### src/hdl/rds_pkg.sv
// ----------------------------------------------------------------------------
// rds_pkg
// Types, register indexes and constants for the relocation diff scanner.
// ----------------------------------------------------------------------------
package rds_pkg;

    localparam int MAX_RELOCS   = 16384;
    localparam int LEN_MAX      = 1048576;
    localparam int QUEUE_DEPTH  = 4;
    localparam int QUEUE_AW     = $clog2(QUEUE_DEPTH);
    localparam int QUEUE_CW     = $clog2(QUEUE_DEPTH + 1);

    localparam int CFG_IDX_W    = 3;
    localparam int CFG_DATA_W   = 16;

    localparam logic [CFG_IDX_W-1:0] CFG_PSP_SEGMENT        = 3'd0;
    localparam logic [CFG_IDX_W-1:0] CFG_ENTRY_CODE_SEGMENT = 3'd1;
    localparam logic [CFG_IDX_W-1:0] CFG_ENTRY_POINTER      = 3'd2;
    localparam logic [CFG_IDX_W-1:0] CFG_STACK_SEGMENT      = 3'd3;
    localparam logic [CFG_IDX_W-1:0] CFG_STACK_POINTER      = 3'd4;

    localparam logic [1:0] KIND_RELOC        = 2'd0;
    localparam logic [1:0] KIND_HEADER       = 2'd1;
    localparam logic [1:0] KIND_HEADER_OVFL  = 2'd2;

    localparam logic [15:0] PARA_BYTES       = 16'h0010;
    localparam logic [16:0] HDR_FIXED_ROUND  = 17'd539;
    localparam logic [15:0] SP_ADJUST        = 16'd2;

    typedef struct packed {
        logic [7:0] byte_first;
        logic [7:0] byte_second;
        logic       is_last;
    } t_item;

    typedef struct packed {
        logic [1:0]  kind;
        logic [15:0] reloc_segment;
        logic [11:0] reloc_offset_low;
        logic [20:0] image_length;
        logic [14:0] reloc_total;
        logic [15:0] header_paragraphs;
        logic [15:0] page_total;
        logic [8:0]  last_page_bytes;
        logic [15:0] rel_stack_segment;
        logic [15:0] rel_code_segment;
        logic [15:0] start_stack_pointer;
        logic [15:0] start_ip;
    } t_result;

    function automatic logic [20:0] sat_grow(input logic [20:0] len, input logic [1:0] by);
        logic [21:0] sum;
        sum = {1'b0, len} + {20'd0, by};
        if (sum > 22'(LEN_MAX)) begin
            return 21'(LEN_MAX);
        end
        return sum[20:0];
    endfunction

endpackage

### src/hdl/relocation_diff_scanner_core.sv
// ----------------------------------------------------------------------------
// relocation_diff_scanner_core
// Byte-pair diff scanner that finds relocation entries and sums up the header.
// ----------------------------------------------------------------------------
// Input channel: i_valid / o_stall carry one byte pair of the two dumps per
// transaction; is_last marks the final pair and makes the block emit the
// header summary after any relocation entry of that same pair.
// Output channel: o_valid / i_stall carry result transactions in order.
// Configuration: i_cfg_valid / o_cfg_ready with a register index and 16-bit
// data; the port is always ready.
// Output: a result enters the four-entry result queue when its pair is taken.
// Throughput: one byte pair per cycle while o_stall is low. A pair yields at
// most two results and the output moves one per cycle while i_stall is low,
// so the queue sets the rate: o_stall rises while under two slots are free.
// Stall: while i_stall is high the head result holds and the queue fills;
// once it cannot take two more results, o_stall rises.
// Reset (synchronous, active low): clears scan state, configuration
// registers and the result queue; the block takes pairs in the next cycle.
// ----------------------------------------------------------------------------
module relocation_diff_scanner_core (
    input  logic                          i_clk,
    input  logic                          i_rst_n,
    input  logic                          i_valid,
    output logic                          o_stall,
    input  rds_pkg::t_item                i_item,
    output logic                          o_valid,
    input  logic                          i_stall,
    output rds_pkg::t_result              o_result,
    input  logic                          i_cfg_valid,
    output logic                          o_cfg_ready,
    input  logic [rds_pkg::CFG_IDX_W-1:0] i_cfg_index,
    input  logic [rds_pkg::CFG_DATA_W-1:0] i_cfg_data
);
    import rds_pkg::*;

    logic [15:0] r_psp_segment, r_entry_code_segment, r_entry_pointer;
    logic [15:0] r_stack_segment, r_stack_pointer;

    logic        r_pending, n_pending;
    logic [7:0]  r_held_first, n_held_first;
    logic [7:0]  r_held_second, n_held_second;
    logic [20:0] r_length, n_length;
    logic [14:0] r_entries, n_entries;
    logic        r_stopped, n_stopped;
    logic        r_overflow, n_overflow;

    t_result              r_queue [QUEUE_DEPTH];
    logic [QUEUE_AW-1:0]  r_rd_ptr, r_wr_ptr;
    logic [QUEUE_CW-1:0]  r_count;

    logic        in_take, out_take, reloc_hit;
    logic [15:0] w1, w2;
    logic [16:0] hdr_sum;
    logic [16:0] hbytes;
    logic [20:0] flen;
    logic [11:0] pages;
    logic [15:0] base_seg;
    t_result     reloc_res, hdr_res, push0;
    logic [1:0]  push_n;

    assign o_cfg_ready = 1'b1;
    assign o_stall     = r_count > QUEUE_CW'(QUEUE_DEPTH - 2);
    assign o_valid     = r_count != '0;
    assign o_result    = r_queue[r_rd_ptr];
    assign in_take     = i_valid && !o_stall;
    assign out_take    = o_valid && !i_stall;

    assign w1 = {i_item.byte_first, r_held_first};
    assign w2 = {i_item.byte_second, r_held_second};

    always_comb begin
        n_pending     = r_pending;
        n_held_first  = r_held_first;
        n_held_second = r_held_second;
        n_length      = r_length;
        n_entries     = r_entries;
        n_stopped     = r_stopped;
        n_overflow    = r_overflow;
        reloc_hit     = 1'b0;
        if (!r_stopped) begin
            if (r_pending) begin
                n_pending = 1'b0;
                if (w2 == w1 + 16'd1) begin
                    if (r_entries >= 15'(MAX_RELOCS)) begin
                        n_overflow = 1'b1;
                        n_stopped  = 1'b1;
                    end else begin
                        reloc_hit = 1'b1;
                        n_entries = r_entries + 15'd1;
                        n_length  = sat_grow(r_length, 2'd2);
                    end
                end else begin
                    n_stopped = 1'b1;
                end
            end else if (i_item.byte_first == i_item.byte_second) begin
                n_length = sat_grow(r_length, 2'd1);
            end else if (i_item.is_last) begin
                n_stopped = 1'b1;
            end else begin
                n_pending     = 1'b1;
                n_held_first  = i_item.byte_first;
                n_held_second = i_item.byte_second;
            end
        end
    end

    always_comb begin
        hdr_sum   = {n_entries, 2'b00} + HDR_FIXED_ROUND;
        hbytes    = {hdr_sum[16:9], 9'd0};
        flen      = {4'd0, hbytes} + n_length;
        pages     = flen[20:9] + {11'd0, |flen[8:0]};
        base_seg  = r_psp_segment + PARA_BYTES;

        reloc_res                  = '0;
        reloc_res.kind             = KIND_RELOC;
        reloc_res.reloc_segment    = {r_length[19:12], 8'd0};
        reloc_res.reloc_offset_low = r_length[11:0];

        hdr_res                     = '0;
        hdr_res.kind                = n_overflow ? KIND_HEADER_OVFL : KIND_HEADER;
        hdr_res.image_length        = n_length;
        hdr_res.reloc_total         = n_entries;
        hdr_res.header_paragraphs   = {3'd0, hbytes[16:4]};
        hdr_res.page_total          = {4'd0, pages};
        hdr_res.last_page_bytes     = flen[8:0];
        hdr_res.rel_stack_segment   = r_stack_segment - base_seg;
        hdr_res.rel_code_segment    = r_entry_code_segment - base_seg;
        hdr_res.start_stack_pointer = r_stack_pointer + SP_ADJUST;
        hdr_res.start_ip            = r_entry_pointer;

        push0  = reloc_hit ? reloc_res : hdr_res;
        push_n = in_take ? ({1'b0, reloc_hit} + {1'b0, i_item.is_last}) : 2'd0;
    end

    always_ff @(posedge i_clk) begin
        if (!i_rst_n) begin
            r_psp_segment        <= '0;
            r_entry_code_segment <= '0;
            r_entry_pointer      <= '0;
            r_stack_segment      <= '0;
            r_stack_pointer      <= '0;
        end else if (i_cfg_valid && o_cfg_ready) begin
            case (i_cfg_index)
                CFG_PSP_SEGMENT:        r_psp_segment        <= i_cfg_data;
                CFG_ENTRY_CODE_SEGMENT: r_entry_code_segment <= i_cfg_data;
                CFG_ENTRY_POINTER:      r_entry_pointer      <= i_cfg_data;
                CFG_STACK_SEGMENT:      r_stack_segment      <= i_cfg_data;
                CFG_STACK_POINTER:      r_stack_pointer      <= i_cfg_data;
                default: ;
            endcase
        end
    end

    always_ff @(posedge i_clk) begin
        if (!i_rst_n) begin
            r_pending     <= 1'b0;
            r_held_first  <= '0;
            r_held_second <= '0;
            r_length      <= '0;
            r_entries     <= '0;
            r_stopped     <= 1'b0;
            r_overflow    <= 1'b0;
        end else if (in_take) begin
            if (i_item.is_last) begin
                r_pending     <= 1'b0;
                r_held_first  <= '0;
                r_held_second <= '0;
                r_length      <= '0;
                r_entries     <= '0;
                r_stopped     <= 1'b0;
                r_overflow    <= 1'b0;
            end else begin
                r_pending     <= n_pending;
                r_held_first  <= n_held_first;
                r_held_second <= n_held_second;
                r_length      <= n_length;
                r_entries     <= n_entries;
                r_stopped     <= n_stopped;
                r_overflow    <= n_overflow;
            end
        end
    end

    always_ff @(posedge i_clk) begin
        if (push_n != 2'd0) begin
            r_queue[r_wr_ptr] <= push0;
        end
        if (push_n == 2'd2) begin
            r_queue[r_wr_ptr + QUEUE_AW'(1)] <= hdr_res;
        end
    end

    always_ff @(posedge i_clk) begin
        if (!i_rst_n) begin
            r_rd_ptr <= '0;
            r_wr_ptr <= '0;
            r_count  <= '0;
        end else begin
            r_wr_ptr <= r_wr_ptr + QUEUE_AW'(push_n);
            if (out_take) begin
                r_rd_ptr <= r_rd_ptr + QUEUE_AW'(1);
            end
            r_count <= r_count + QUEUE_CW'(push_n) - QUEUE_CW'(out_take);
        end
    end

endmodule

### config.mk
export PLATFORM = sky130hd
export DESIGN_NAME = relocation_diff_scanner_core
export DESIGN_NICKNAME = d
export VERILOG_FILES = /design/src/hdl/rds_pkg.sv /design/src/hdl/relocation_diff_scanner_core.sv
export SDC_FILE = /design/constraint.sdc
export NUM_CORES = 1
export LEC_CHECK = 0
export BUFFER_PORTS_ARGS = -buffer_cell sky130_fd_sc_hd__buf_2
export CAP_MARGIN = 10
export CORE_ASPECT_RATIO = 1.75
export CORE_MARGIN = 8
export CORE_UTILIZATION = 66
export CTS_BUF_LIST = sky130_fd_sc_hd__clkbuf_8
export DETAILED_ROUTE_END_ITERATION = 10
export PLACE_DENSITY_LB_ADDON = 0.3
export SYNTH_ARGS = -nofsm -noshare
export SYNTH_HDL_FRONTEND = slang
export SYNTH_SLANG_ARGS = --single-unit
export TNS_END_PERCENT = 50
### constraint.sdc
create_clock -name i_clk -period 14.5 [get_ports i_clk]
set_input_delay 0.725 -clock i_clk [delete_from_list [all_inputs] [get_ports i_clk]]
set_output_delay 0.725 -clock i_clk [all_outputs]
set_load 0.02 [all_outputs]
# After elaboration in Yosys (flattened, before gate mapping)
# Memory sizes are Yosys's and may differ from the RTL's. A register that Yosys moved wholly into a read port is not among the register bits.
# Cells that the tools add are included.
[op_classes]
n_eq_ne = 10
n_reduce_logical = 15
add_sub_neg = 17
n_lt_le_gt_ge = 4
n_mux = 59
[op_table]
columns = ["cell", "n"]
rows = [
  ["21-bit 2-to-1 mux", 10],
  ["171-bit 2-to-1 mux", 1],
  ["15-bit 2-to-1 mux", 5],
  ["8-bit 2-to-1 mux", 8],
  ["22-bit by 21-bit > comparator with 1-bit output, second input constant", 2],
  ["16-bit subtractor", 2],
  ["1-bit 2-to-1 mux", 31],
  ["21-bit by 1-bit adder with 22-bit output, second input constant", 1],
  ["21-bit by 2-bit adder with 22-bit output, second input constant", 1],
  ["17-bit by 21-bit adder with 21-bit output", 1],
  ["17-bit by 10-bit adder with 17-bit output, second input constant", 1],
  ["16-bit by 1-bit adder with 16-bit output, second input constant", 1],
  ["16-bit by 2-bit adder with 16-bit output, second input constant", 1],
  ["16-bit by 5-bit adder with 16-bit output, second input constant", 1],
  ["16-bit == test", 1],
  ["15-bit by 1-bit adder with 15-bit output, second input constant", 1],
  ["15-bit >= comparator, second input constant", 1],
  ["12-bit by 1-bit adder with 12-bit output", 1],
  ["2-bit AND reduction", 6],
  ["9-bit OR reduction", 1],
  ["8-bit == test", 1],
  ["2-bit 2-to-1 mux", 4],
  ["3-bit by 2-bit == test with 1-bit output, second input constant", 2],
  ["2-bit != test, second input constant", 3],
  ["15 further kinds", 18],
]
[totals]
out_inout_bits = 174
ramBits = 684
in_bits = 41
regBits = 142
n_memories = 1
word_cells = 121
[mem_list]
columns = ["name", "words", "width", "read_ports", "rd_clocked_by_memory_dff", "write_ports", "line", "rtl"]
rows = [
  ["r_queue", 4, 171, 1, 1, 2, "relocation_diff_scanner_core.sv:47", "t_result r_queue [QUEUE_DEPTH];"],
]

# Logic depth before layout (Yosys ltp)
[depth]
ltp_word = 16
ltp_mapped = 26
ltp_nobuf = 24

# Worst setup path after synthesis
# OpenSTA, ideal clock, no wires.
[synth_timing]
kind = "input port to flip-flop"
start = "input i_item[11] (netlist name)"
end = "memory r_queue[1][0] (netlist name), enable pin"
setup_slack_ns = 7.885
path_buffers = 2
setup_time_ns = 0.475
t_arrival_ns = 6.140
required_time_ns = 14.025
cell_stages = 12
cell_sequence = "clkbuf_2 -> nand3_1 -> or4_1 -> nand4_1 -> nand3_1 -> or4_1 -> nor2_1 -> ha_1 -> nor4_1 -> a21oi_1 -> clkbuf_1 -> inv_1"
[synth_rtl]
columns = ["element", "line", "rtl"]
rows = [
  ["from (decl)", "relocation_diff_scanner_core.sv:25", "input rds_pkg::t_item i_item,"],
  ["to (decl)", "relocation_diff_scanner_core.sv:47", ""],
]

==> results.md <==
- The global-route total usage across every layer is between 30 and 40%.
- The clock transition at the registers of the reported paths is 0.07 ns.
- The worst setup path is captured at a flip-flop.
- Setup repair after global routing left no endpoint under its margin.
- In this run the tightest slew margin relative to its limit is between 10% and 20%.
- The xor/xnor share of the synthesized area is approximately 3.1%.
- Data on the critical path arrives at its endpoint at around 8.1 ns.
- Together, buffers and inverters on the worst path number 1.
- The depth of the most critical reg-to-reg path is 22.
- The die is 318 µm tall.
- The netlist uses slightly below 90 different library cells.
- Counting flops with an async set or reset pin after synthesis yields a share of 0%.
- Combinational cells account for a little over a fifth of the total power.
- The critical path goes through ha_1 -> xnor2_1 -> xnor2_1 -> nor4_1 -> and4_1 -> nor4b_4 -> buf_4 -> mux2_2 -> a211o_1 -> o21a_1 -> nor3_1 -> nor2_1 -> ha_1 -> o21a_1 -> o21ai_0 -> a21oi_1 -> nor4_1 -> nand2_1 -> o21ai_0 -> mux2i_1 -> nor3_4 -> mux2_4.
- The setup slack of the worst register-to-register path is 6.85 ns.
- Once the clock tree was built, the resizer swapped 0 gates to a different size.
- The synthesized design contains slightly below 500 enable-type register cells.
- The class of the tightest hold or removal check is primary input to flip-flop.
- Along the worst path, the maximum fanout reaches 37.
- For the worst setup path, the data required time is approximately 15 ns.
- The busiest layer in global routing is met2.
- For this block, the via count after detailed routing is about 25000.
- The element type at the critical path start is a flip-flop.
- For this run, the leading register cell type out of synthesis is edfxtp_1.
- In this run, post-CTS hold repair placed 0 buffers.
- Fill cells in the final layout number 3596.
- The flow ran to the end, and the final reports show no timing, DRC or antenna violations.
- The total I/O pin count is roughly 220.
- Port buffering added approximately 190 buffers.
- The area taken by flip-flops and latches is roughly 0.019 mm².
- The area share of the largest cell type after synthesis is a little over two fifths.
- The slowest stage of the critical path belongs to the cell nor4_1.
- The share of the cycle needed by the critical path after routing is 52.8%.
- The power consumption is approximately 5000 µW.
- The final critical path time including I/O delays and setup is ~7.7 ns.
- Clock skew on the completed layout was measured at roughly 0.025 ns.
- The routed length per instance is 25.2 µm.
- The synthesized-area fraction occupied by ao, oa, aoi and oai cells is under 10%.
- The Yosys step of the flow raised 0 warnings.
- The first global-routing pass estimated approximately 150000 µm of wire.
- The flip-flop and latch count after synthesis is just over 700.
- No sink is reached through more buffers than the 3 on the longest clock path.
- The number of global-route vias before repair is 26540.
- The clock power share is a little under a third.
- Counting every instance in the synthesized netlist gives a little over 3000.
- The global route total overflow is 0.
- In the post-synthesis netlist, the biggest area contributors are edfxtp_1 (43%), dfxtp_1 (13%), mux4_2 (9.3%), nor2_1 (4.8%), nand2_1 (3.8%).
- The count of nets left with antenna violations once routing finished came out at 0.
- The multi-input combinational cells in the finished layout cover a total of roughly 0.014 mm².
- The biggest area consumer among synthesized cells is edfxtp_1.
- The synthesized cell area is roughly 0.034 mm².
- The net count reported at finish is about 3300.
- The simple-gate area share of the yosys netlist is between 10% and 20%.
- The critical path class is flip-flop to flip-flop.
- The number of sinks handled by clock tree synthesis is between 700 and 800.
- The first-pass iteration count of the detailed router is 6.
- Dividing the synthesized area by the synthesized cell count gives about 11 µm².
- After detailed routing, the number of remaining DRC violations is 0.
- The part of the Yosys area used for sequential elements is between 50% and 60%.
- The tool flagged a number of max-cap violations equal to 0.
- After synthesis, the largest family of logic cells by area is simple AND/OR/NAND/NOR gates.
- The proportion of synthesized area in mux cells is 9.68%.
- In the global route stage, met3 resource usage came out at about 5.0%.
- The share of layout cells above drive strength 1 is between 10% and 20%.
- In this run the number of H-tree levels came out at 3.
- The post-detailed-routing wire length is roughly 100000 µm.
- The die area is between 0.06 and 0.07 mm².
- In the routed layout, each cell is associated on average with a via count of ~6.4.
- The synthesized-area fraction occupied by adder cells is about 2.2%.
- The worst hold margin is 0.327 ns.
- The post-CTS setup buffer count is 0.
- The floorplan step set the die width to between 150 and 200 µm.
- The synthesis-to-layout area growth is 9.68%.
- Cell internal power was estimated by the tool at around 3500 µW.
- The total clock buffers created by CTS is between 90 and 100.
- The congestion estimate from routability-driven global placement came to roughly 1.
- The timing-limited maximum frequency is roughly 130 MHz.
- The critical path runs through a total of 22 cells.
- The maximum number of pins on one net before global-route repair is 78.
- The summed negative setup slack over all endpoints is 0 ns.
- Row generation in the floorplan step produced 111 rows.
- The final-report hold violation count is 0.
- The CTS tree is built.
- In this run the power density over the cells is 132 mW/mm².
- In this design, the largest share of critical-path delay is due to simple AND/OR/NAND/NOR gates.
- Along the worst hold path, the cell count comes to 3.
- Once detailed placement completed, the half-perimeter wirelength came to between 60000 and 70000 µm.
- The switching power share of the total is between 30% and 40%.
- The largest voltage drop on the vdd net is 106 µV.
- The met2 track demand over resource in global routing is 59.6%.
- The largest single stage delay on the critical path is 0.67 ns.
- Once the floorplan was initialized, standard cells occupied approximately two thirds of the core.
- Global routing consumed, on the met1 layer, between 30% and 40% of the routing resources.
- The clock reaches the later pin of the worst-skew pair after 0.70 ns.
- The DRC marker count from the first detailed-route iteration is 2257.
- The final max-slew violation count came to 0.
- The proportion of power drawn by flip-flops and latches is approximately 46%.
- The transition time at the pin with the least slew margin is between 1 and 1.5 ns.
- Setup violations remaining at the end of the flow were counted as 0.
- CTS placed an instance of clkbuf_8 at the clock tree root.
- The net switching power figure is ~1500 µW.
- The number of antenna violations at the first check in global routing was 4.
- Summed over all cells, the static leakage comes to ~0.013 µW.
- The area inside the core boundary is around 0.052 mm².
[placed cells by master (no fill, tap or decap), drive strengths merged, types with 75 or more instances in the layout]
master,n
dfxtp,224
edfxtp,488
xnor2,75
mux4,142
inv,101
buf,235
clkbuf,121
a21boi,96
nand2,351
o21ai,155
and2,135
nor2,440
[worst register-to-register path, stage by stage (launching register included)]
cell	delay, ns
dfxtp_1	0.49
ha_1	0.36
xnor2_1	0.17
xnor2_1	0.09
nor4_1	0.53
and4_1	0.30
nor4b_4	0.25
buf_4	0.43
mux2_2	0.40
a211o_1	0.31
o21a_1	0.37
nor3_1	0.50
nor2_1	0.21
ha_1	0.37
o21a_1	0.13
o21ai_0	0.43
a21oi_1	0.24
nor4_1	0.67
nand2_1	0.15
o21ai_0	0.18
mux2i_1	0.16
nor3_4	0.31
mux2_4	0.35
[worst paths after layout]
path | start | end
max | r_held_first[0] | r_queue[1][84]
min | i_item[1] | r_held_second[0]
max reg2reg | r_held_first[0] | r_queue[1][84]
min reg2reg | r_queue[1][150] | r_queue[1][150]
[cell families after synthesis]
logic type                 count (synthesis)
buffers and inverters                    292
DFF                                      712
other                                      2
AOI/OAI and AO/OA                        495
muxes                                    153
and+or+nand+nor                         1221
adders and majority gates                 57
xor gates and xnor gates                 123
[per-stage QoR]
step / setup slack (ns) / cells / cell area (µm²) / util (%)
floorplan: 7.89 / 3074 / 34500 / -
global placement: 7.07 / 3762 / 35700 / 68.8
detailed placement: 6.97 / 3762 / 35700 / 68.8
CTS: 7.09 / 3947 / 37800 / 72.8
global route: 6.20 / 3950 / 37800 / 72.8
finish: 6.85 / 3950 / 37800 / 72.8
[routing by layer]
layer  vias up  share of wire (%)
met4         0                7.2
li1      11243                  -
met2      1285                 53
met3       332                6.5
met1     12365                 33
met5         -                  0
[area by class of cell]
| type | instances | share of cell area [%] |
|---|---|---|
| timing repair buffer | 235 | 3.39 |
| multi-input combinational | 2070 | 37.6 |
| antenna | 3 | 0.0199 |
| inverter | 67 | 0.692 |
| clock buffer | 121 | 4.41 |
| clock inverter | 64 | 1.01 |
| sequential | 712 | 50.7 |
| tap | 678 | 2.24 |
[power by group through the flow]
stage	clock network (µW)	registers, µW	logic, µW
after global routing	1690	2300	1150
after global placement	0	2330	1090
after floorplan	0	2310	769
after detailed placement	0	2340	1100
final	1590	2290	1100
after CTS	1600	2300	1100
[flip-flops by register name, summed over array words and instances (netlist names), 2 cells and up, named ones only]
signal                flops
r_count                   3
r_held_second             8
r_length                 21
r_entry_pointer          16
r_psp_segment            16
r_queue                 568
r_rd_ptr                  2
r_entries                15
r_entry_code_segment     16
r_stack_pointer          16
r_held_first              8
r_wr_ptr                  2
r_stack_segment          16
[synth_stat cells (all sizes together), types with 34 or more instances]
library cell / instances
edfxtp: 488
nor2: 440
nand2: 351
dfxtp: 224
o21ai: 155
mux4: 142
clkbuf: 141
and2: 135
a21boi: 96
buf: 84
xnor2: 75
nand3: 69
inv: 67
a21oi: 56
nor3: 54
ha: 53
xor2: 48
nor2b: 34
(Power assumes the default switching activity.)
